==> config.mk <==
export PLATFORM = sky130hd
export DESIGN_NAME = decimal_timestamp_validator
export DESIGN_NICKNAME = d
export VERILOG_FILES = /design/src/rtl/dtv_pkg.sv /design/src/rtl/dtv_range.sv /design/src/rtl/dtv_dabble_stage.sv /design/src/rtl/dtv_decode.sv /design/src/rtl/decimal_timestamp_validator.sv
export SDC_FILE = /design/constraint.sdc
export NUM_CORES = 2
export LEC_CHECK = 0
export BUFFER_PORTS_ARGS = -buffer_cell sky130_fd_sc_hd__buf_2
export CAP_MARGIN = 10
export CORE_MARGIN = 5
export CORE_UTILIZATION = 50
export CTS_BUF_LIST = sky130_fd_sc_hd__clkbuf_2
export DETAILED_ROUTE_END_ITERATION = 10
export GPL_ROUTABILITY_DRIVEN = 0
export GPL_TIMING_DRIVEN = 0
export MAX_ROUTING_LAYER = met4
export PLACE_DENSITY = 0.68
export REMOVE_ABC_BUFFERS = 1
export SLEW_MARGIN = 25
export SYNTH_ARGS = -nofsm -noshare
export SYNTH_HDL_FRONTEND = slang
export SYNTH_SLANG_ARGS = --single-unit
==> constraint.sdc <==
create_clock -name clk -period 9.5 [get_ports clk]
set_input_delay 0.475 -clock clk [delete_from_list [all_inputs] [get_ports clk]]
set_output_delay 0.475 -clock clk [all_outputs]
set_load 0.05 [all_outputs]
==> src/rtl/dtv_pkg.sv <==
package dtv_pkg;

    localparam int BIN_W       = 64;
    localparam int STAMP_BITS  = 57;
    localparam int BCD_DIGITS  = 17;
    localparam int BCD_W       = 4 * BCD_DIGITS;
    localparam int DD_STEPS    = 8;
    localparam int DD_STAGES   = BIN_W / DD_STEPS;
    localparam int TOD_W       = 36;

    localparam logic [BIN_W-1:0] STAMP_MIN = 64'd10000000000000000;
    localparam logic [BIN_W-1:0] STAMP_MAX = 64'd99999999999999999;

    localparam logic [13:0] YEAR_FIRST = 14'd1970;
    localparam logic [13:0] YEAR_LAST  = 14'd9999;

    typedef enum logic [1:0] {
        FAULT_NONE  = 2'd0,
        FAULT_RANGE = 2'd1,
        FAULT_TIME  = 2'd2,
        FAULT_DATE  = 2'd3
    } fault_t;

    typedef struct packed {
        logic              rng_ok;
        logic [BIN_W-1:0]  bin;
        logic [BCD_W-1:0]  bcd;
    } dd_t;

    typedef struct packed {
        logic         stamp_ok;
        fault_t       fault_class;
        logic [13:0]  year_out;
        logic [3:0]   month_out;
        logic [4:0]   day_out;
        logic [4:0]   hour_out;
        logic [5:0]   minute_out;
        logic [5:0]   second_out;
        logic [9:0]   millis_out;
        logic [26:0]  trading_date;
        logic [TOD_W-1:0] time_bcd;
    } res_t;

    // one shift-add-3 step of binary to BCD
    function automatic logic [BCD_W-1:0] dabble_step(
        input logic [BCD_W-1:0] bcd,
        input logic             b
    );
        logic [BCD_W-1:0] adj;
        for (int d = 0; d < BCD_DIGITS; d++)
        begin
            adj[4*d +: 4] = (bcd[4*d +: 4] >= 4'd5) ? bcd[4*d +: 4] + 4'd3 : bcd[4*d +: 4];
        end
        return {adj[BCD_W-2:0], b};
    endfunction

endpackage

==> src/rtl/dtv_range.sv <==
module dtv_range
    import dtv_pkg::*;
(
    input  logic              clk,
    input  logic              rst_n,
    input  logic              in_valid,
    input  logic [BIN_W-1:0]  stamp_value,
    input  logic              en_down,
    output logic              en,
    output logic              valid,
    output dd_t               dd
);

    logic valid_reg;
    logic valid_next;
    dd_t  dd_reg;
    dd_t  dd_next;

    assign en = !valid_reg || en_down;

    always_comb
    begin
        valid_next     = en ? in_valid : valid_reg;
        dd_next.rng_ok = (stamp_value >= STAMP_MIN) && (stamp_value <= STAMP_MAX);
        dd_next.bin    = {{(BIN_W-STAMP_BITS){1'b0}}, stamp_value[STAMP_BITS-1:0]};
        dd_next.bcd    = '0;
    end

    always_ff @(posedge clk or negedge rst_n)
    begin
        if (!rst_n)
        begin
            valid_reg <= 1'b0;
        end
        else
        begin
            valid_reg <= valid_next;
        end
    end

    always_ff @(posedge clk)
    begin
        if (en)
        begin
            dd_reg <= dd_next;
        end
    end

    assign valid = valid_reg;
    assign dd    = dd_reg;

endmodule

==> src/rtl/dtv_dabble_stage.sv <==
module dtv_dabble_stage
    import dtv_pkg::*;
(
    input  logic  clk,
    input  logic  rst_n,
    input  logic  in_valid,
    input  dd_t   in_dd,
    input  logic  en_down,
    output logic  en,
    output logic  valid,
    output dd_t   dd
);

    logic valid_reg;
    logic valid_next;
    dd_t  dd_reg;
    dd_t  dd_next;
    logic digits_ok;

    assign en = !valid_reg || en_down;

    always_comb
    begin
        logic [BCD_W-1:0] b;
        b = in_dd.bcd;
        for (int k = 0; k < DD_STEPS; k++)
        begin
            b = dabble_step(b, in_dd.bin[BIN_W-1-k]);
        end
        valid_next     = en ? in_valid : valid_reg;
        dd_next.rng_ok = in_dd.rng_ok;
        dd_next.bin    = {in_dd.bin[BIN_W-DD_STEPS-1:0], {DD_STEPS{1'b0}}};
        dd_next.bcd    = b;
    end

    always_ff @(posedge clk or negedge rst_n)
    begin
        if (!rst_n)
        begin
            valid_reg <= 1'b0;
        end
        else
        begin
            valid_reg <= valid_next;
        end
    end

    always_ff @(posedge clk)
    begin
        if (en)
        begin
            dd_reg <= dd_next;
        end
    end

    assign valid = valid_reg;
    assign dd    = dd_reg;

    always_comb
    begin
        digits_ok = 1'b1;
        for (int d = 0; d < BCD_DIGITS; d++)
        begin
            if (dd_reg.bcd[4*d +: 4] > 4'd9)
            begin
                digits_ok = 1'b0;
            end
        end
    end

    a_digits_decimal: assert property (@(posedge clk) disable iff (!rst_n)
        valid_reg |-> digits_ok)
        else $error("non-decimal digit in conversion stage");

endmodule

==> src/rtl/dtv_decode.sv <==
module dtv_decode
    import dtv_pkg::*;
(
    input  logic  clk,
    input  logic  rst_n,
    input  logic  in_valid,
    input  dd_t   in_dd,
    input  logic  out_ready,
    output logic  en,
    output logic  out_valid,
    output res_t  res
);

    function automatic logic [6:0] bcd2(input logic [7:0] d);
        return 7'({3'd0, d[7:4]} * 7'd10 + {3'd0, d[3:0]});
    endfunction

    // first stage: digit fields to binary, time, year-range and leap checks
    logic        v9_reg;
    logic        v9_next;
    logic        rng9_reg;
    logic        time_ok9_reg;
    logic        yr_ok9_reg;
    logic        leap9_reg;
    logic [13:0] yy9_reg;
    logic [6:0]  mo9_reg;
    logic [6:0]  dd9_reg;
    logic [6:0]  hh9_reg;
    logic [6:0]  mi9_reg;
    logic [6:0]  ss9_reg;
    logic [9:0]  ms9_reg;
    logic [TOD_W-1:0] tod9_reg;

    logic        en9;
    logic        en10;
    logic [6:0]  hh_w;
    logic [6:0]  mi_w;
    logic [6:0]  ss_w;
    logic [9:0]  ms_w;
    logic [6:0]  ylo_w;
    logic [6:0]  yhi_w;
    logic [13:0] yy_w;

    // second stage: day limit, date value, fault priority
    logic        v10_reg;
    logic        v10_next;
    res_t        res_reg;
    res_t        res_next;
    logic [4:0]  lim_w;
    logic        date_ok_w;

    assign en10 = !v10_reg || out_ready;
    assign en9  = !v9_reg || en10;
    assign en   = en9;

    always_comb
    begin
        hh_w  = bcd2(in_dd.bcd[35:28]);
        mi_w  = bcd2(in_dd.bcd[27:20]);
        ss_w  = bcd2(in_dd.bcd[19:12]);
        ms_w  = 10'({6'd0, in_dd.bcd[11:8]} * 10'd100 + {3'd0, bcd2(in_dd.bcd[7:0])});
        ylo_w = bcd2(in_dd.bcd[59:52]);
        yhi_w = bcd2(in_dd.bcd[67:60]);
        yy_w  = 14'({7'd0, yhi_w} * 14'd100 + {7'd0, ylo_w});
        v9_next = en9 ? in_valid : v9_reg;
    end

    always_ff @(posedge clk)
    begin
        if (en9)
        begin
            rng9_reg     <= in_dd.rng_ok;
            time_ok9_reg <= (hh_w < 7'd24) && (mi_w < 7'd60) && (ss_w <= 7'd60);
            yr_ok9_reg   <= (yy_w >= YEAR_FIRST) && (yy_w <= YEAR_LAST);
            leap9_reg    <= (ylo_w != 7'd0) ? (ylo_w[1:0] == 2'd0) : (yhi_w[1:0] == 2'd0);
            yy9_reg      <= yy_w;
            mo9_reg      <= bcd2(in_dd.bcd[51:44]);
            dd9_reg      <= bcd2(in_dd.bcd[43:36]);
            hh9_reg      <= hh_w;
            mi9_reg      <= mi_w;
            ss9_reg      <= ss_w;
            ms9_reg      <= ms_w;
            tod9_reg     <= in_dd.bcd[TOD_W-1:0];
        end
    end

    always_comb
    begin
        unique case (mo9_reg[3:0])
            4'd2:                      lim_w = leap9_reg ? 5'd29 : 5'd28;
            4'd4, 4'd6, 4'd9, 4'd11:   lim_w = 5'd30;
            default:                   lim_w = 5'd31;
        endcase
        date_ok_w = yr_ok9_reg && (mo9_reg >= 7'd1) && (mo9_reg <= 7'd12)
                    && (dd9_reg >= 7'd1) && (dd9_reg <= {2'd0, lim_w});

        res_next = '0;
        priority if (!rng9_reg)
        begin
            res_next.fault_class = FAULT_RANGE;
        end
        else if (!time_ok9_reg)
        begin
            res_next.fault_class = FAULT_TIME;
        end
        else if (!date_ok_w)
        begin
            res_next.fault_class = FAULT_DATE;
        end
        else
        begin
            res_next.stamp_ok     = 1'b1;
            res_next.fault_class  = FAULT_NONE;
            res_next.year_out     = yy9_reg;
            res_next.month_out    = mo9_reg[3:0];
            res_next.day_out      = dd9_reg[4:0];
            res_next.hour_out     = hh9_reg[4:0];
            res_next.minute_out   = mi9_reg[5:0];
            res_next.second_out   = ss9_reg[5:0];
            res_next.millis_out   = ms9_reg;
            res_next.trading_date = 27'({13'd0, yy9_reg} * 27'd10000
                                        + {20'd0, mo9_reg} * 27'd100 + {20'd0, dd9_reg});
            res_next.time_bcd     = tod9_reg;
        end
        v10_next = en10 ? v9_reg : v10_reg;
    end

    always_ff @(posedge clk or negedge rst_n)
    begin
        if (!rst_n)
        begin
            v9_reg  <= 1'b0;
            v10_reg <= 1'b0;
        end
        else
        begin
            v9_reg  <= v9_next;
            v10_reg <= v10_next;
        end
    end

    always_ff @(posedge clk)
    begin
        if (en10)
        begin
            res_reg <= res_next;
        end
    end

    assign out_valid = v10_reg;
    assign res       = res_reg;

    a_ok_fields: assert property (@(posedge clk) disable iff (!rst_n)
        (v10_reg && res_reg.stamp_ok) |->
            (res_reg.fault_class == FAULT_NONE) && (res_reg.month_out >= 4'd1)
            && (res_reg.month_out <= 4'd12) && (res_reg.day_out != 5'd0))
        else $error("accepted stamp with bad fields");

    a_bad_zero: assert property (@(posedge clk) disable iff (!rst_n)
        (v10_reg && !res_reg.stamp_ok) |->
            (res_reg.fault_class != FAULT_NONE) && (res_reg.year_out == 14'd0)
            && (res_reg.trading_date == 27'd0) && (res_reg.time_bcd == '0))
        else $error("rejected stamp with nonzero fields");

endmodule

==> src/rtl/decimal_timestamp_validator.sv <==
// Checks a binary value holding a 17-digit decimal timestamp YYYYMMDDHHMMSSmmm and returns
// stamp_ok, fault_class and the decoded fields, all fields zero when the stamp is rejected.
// One item per cycle is accepted while s_axis_tready is high. The stages are one input stage
// with the range compare, eight binary-to-BCD stages of eight shift-add-3 steps each, and two
// decode stages. Empty stages fill while the output is stalled, so s_axis_tready drops only
// when all 11 stages hold items.
module decimal_timestamp_validator
    import dtv_pkg::*;
(
    input  logic          clk,
    input  logic          rst_n,
    input  logic          s_axis_tvalid,
    output logic          s_axis_tready,
    input  logic [63:0]   s_axis_tdata,   // [63:0] stamp_value
    output logic          m_axis_tvalid,
    input  logic          m_axis_tready,
    output logic [119:0]  m_axis_tdata,   // year_out, month_out, day_out, hour_out,
                                          // minute_out, second_out, millis_out,
                                          // trading_date, time_bcd, zero pad
    output logic [2:0]    m_axis_tuser    // stamp_ok, fault_class
);

    dd_t  dd_s  [0:DD_STAGES];
    logic vld_s [0:DD_STAGES];
    logic en_s  [0:DD_STAGES+1];
    res_t res;

    dtv_range u_range (
        .clk         (clk),
        .rst_n       (rst_n),
        .in_valid    (s_axis_tvalid),
        .stamp_value (s_axis_tdata),
        .en_down     (en_s[1]),
        .en          (en_s[0]),
        .valid       (vld_s[0]),
        .dd          (dd_s[0])
    );

    for (genvar g = 0; g < DD_STAGES; g++)
    begin : g_dabble
        dtv_dabble_stage u_stage (
            .clk      (clk),
            .rst_n    (rst_n),
            .in_valid (vld_s[g]),
            .in_dd    (dd_s[g]),
            .en_down  (en_s[g+2]),
            .en       (en_s[g+1]),
            .valid    (vld_s[g+1]),
            .dd       (dd_s[g+1])
        );
    end

    dtv_decode u_decode (
        .clk       (clk),
        .rst_n     (rst_n),
        .in_valid  (vld_s[DD_STAGES]),
        .in_dd     (dd_s[DD_STAGES]),
        .out_ready (m_axis_tready),
        .en        (en_s[DD_STAGES+1]),
        .out_valid (m_axis_tvalid),
        .res       (res)
    );

    assign s_axis_tready = en_s[0];

    assign m_axis_tuser = {res.fault_class, res.stamp_ok};
    assign m_axis_tdata = {7'd0, res.time_bcd, res.trading_date, res.millis_out,
                           res.second_out, res.minute_out, res.hour_out, res.day_out,
                           res.month_out, res.year_out};

    a_full_when_blocked: assert property (@(posedge clk) disable iff (!rst_n)
        !s_axis_tready |-> (m_axis_tvalid && !m_axis_tready))
        else $error("input blocked while output can move");

endmodule
==> metrics.yaml <==
clock_network:
  cts_resized: 0
  worstSkewPairLatency_ns: 1.83
  post_cts.repair.setup_buffers: 0
  cts_tree: "built"
  cts-buffers-inserted: 207
  clkTransAtPathRegs_ns: 0.12
  cts_max_path_buffers: 3
  htree_num_levels: 4
  number_of_hold_repair_buffers_added_at_the_cts_stage: 187
  cts_sinks: 799
  ctsRootBufferMaster: "clkbuf_2"
worst_setup_path:
  critPathMaxStageDelay_ns: 0.61
  critPathKind: "register to register"
  sort_of_element_at_the_end_of_the_critical_path: "register"
  timing.critical_path.required_ns: 11.02
  startpoint_type: "register"
  worst-endpoint-arrival_ns: 8.94
  crit_family: "compound AO/OA/AOI/OAI gates"
  path_common_cell: "inv_1"
  cp.buffers_inverters: 7
  cp_slowest_cell: "a221oi_1"
  critPathMaxFanout: 10
final_layout:
  synthToLayoutAreaGrowth_pct: 7.89
  drive_gt1_frac: 0.124
  finish.net_count: 11700
  mostFrequentLayoutCells: "nor2_1, a21oi_1, edfxtp_1, inv_1, nand2_1"
  largest_register_ff_count: 529
  final_common_cell: "nor2_1"
  fillerInstances: 16100
  final_core_util: 0.541
routing:
  vias_per_cell: 5.82
  drt_wl_total_um: 184000
  route.antenna.remaining_nets: 0
  detail_route.wl_per_cell_um: 13.7
  remaining_drc_errors: 0
  detailedRoute.firstPassIterationCount: 6
  drt-initial-drc-count: 5036
  routed-via-count: 78500
floorplan:
  std_cell_rows: 156
  dieArea_um2: 189000
  dieWidth_um: 435
  top_level_ports: 193
  fp.coreArea_um2: 180000
  start_util: 0.501
  die_h_um: 435
synthesis:
  synth_area_per_cell_um2: 8.52
  synth.cell_area_um2: 90300
  synth.yosys.seq_area_share: 0.265
  ys_ff_latch: 799
  synth_area_leaders: "edfxtp_1, ha_1, a21oi_1, nor2_1, o21ai_0"
  synthDominantAreaCellType: "edfxtp_1"
  synth-warning-count: 0
  synth-edff-count: 788
  async_reset_ff_frac: 0.0138
  ys.flop_type: "edfxtp_1"
  netlist.area_leader.share: 0.262
  synthCells: 10600
  synth_cell_types: 152
placement:
  dp.final_hpwl_um: 136000
  buffer_ports.inserted: 185
sta:
  period_share: 0.781
  final-setup-viol-count: 0
  worst_skew_ns: 0.193
  maxClockFrequency_mhz: 135
  slew_violations: 0
  finalHoldViolCount: 0
  rsz0062_at_grt: "no"
  max_slew.worst_pin.slew_ns: 1.26
  period_minus_slack_ns: 7.42
  worst_slew_margin_rel: 0.160
outcome:
  run_status: "finished, final reports clean"
global_route:
  grt_first_pass_wirelength_um: 320000
  number_of_antenna_violations_at_the_first_check_in_global_routing: 4
  grt_start_max_net_pins: 82
  track_usage: 0.191
  first_global_vias: 73600
  overflow: 0
flow_run:
  drv.max_cap_violation_count: 0
worst_hold_path:
  worst_hold_path_type: "input port to register"
==> final timing paths <==
check,from,endpoint,slack (ns),cells after the start
worst min register to register,g_dabble[2].u_stage.dd[98],g_dabble[3].u_stage.dd[106],0.33,0
worst max-delay path,g_dabble[5].u_stage.dd[32],g_dabble[6].u_stage.dd[39],2.08,34
min in group asynchronous,rst_n,u_decode.out_valid,0.84,5
worst min-delay path,s_axis_tdata[60],u_range.dd[132],0.28,6
max in group asynchronous,rst_n,g_dabble[1].u_stage.valid,7.98,5
worst max register to register,g_dabble[5].u_stage.dd[32],g_dabble[6].u_stage.dd[39],2.08,34
==> cell families (layout without fill, tap and decap cells) <==
| kind of cell | count (synthesis) | after routing | synth area share |
|---|---|---|---|
| flops | 799 | 799 | 0.265 |
| mux | 474 | 474 | 0.0566 |
| simple gates | 3163 | 3163 | 0.172 |
| xor+xnor | 560 | 560 | 0.0640 |
| compound gates | 3724 | 3724 | 0.285 |
| buf+inv | 1111 | 1616 | 0.0484 |
| fa+ha+maj | 759 | 759 | 0.109 |
| other cells | 1 | 17 | 0.0000415 |
==> per-layer routing <==
metal | global-route usage | wire, um | vias up
li1 | - | - | 40400
met1 | 0.230 | 83800 | 36500
met2 | 0.340 | 90900 | 1279
met3 | 0.0266 | 6540 | 254
met4 | 0.0455 | 2990 | 0
met5 | - | 0 | -
==> layout make-up <==
type	instances	area, um2	share of cell area
Antenna cell	10	25.0	0.000257
Clock buffer	295	1480	0.0152
Sequential cell	799	23900	0.246
Tap cell	2370	2970	0.0304
Timing Repair Buffer	390	3160	0.0324
Inverter	855	3220	0.0331
Multi-Input combinational cell	8687	62100	0.638
Clock inverter	76	478	0.00491
==> cell usage after synthesis (212+ instances only) <==
library cell    n
nor2_1        872
xnor2_1       335
nor3_1        231
o21ai_1       212
nand2_1       744
nand3_1       237
edfxtp_1      788
o21ai_0       631
nand2b_1      229
ha_1          669
a21oi_1       810
inv_1         788
mux2i_1       272
==> tightest hold or removal path: cells and delay by family <==
kind	cells	cell delay, ns
compound gates	1	0.06
buf+inv	3	1.19
simple gates	2	0.10
==> stage by stage <==
| step | hold slack (ns) | std cells | setup WS, ns | area (um2) | setup TNS [ns] |
|---|---|---|---|---|---|
| floorplan | 0.179 | 10300 | -0.603 | 89100 | -35.36 |
| CTS | 0.000471 | 13500 | 2.09 | 97300 | 0 |
| detailed placement | 0.405 | 12900 | 2.09 | 93500 | 0 |
| global placement | 0.400 | 12900 | -4.03 | 93000 | -566.37 |
| finish | 0.276 | 13500 | 2.08 | 97400 | 0 |
| global route | 0.126 | 13500 | 1.23 | 97400 | 0 |
Power is not shown: default switching activity piles up to over one toggle a cycle in this logic, so the estimate is an artifact.
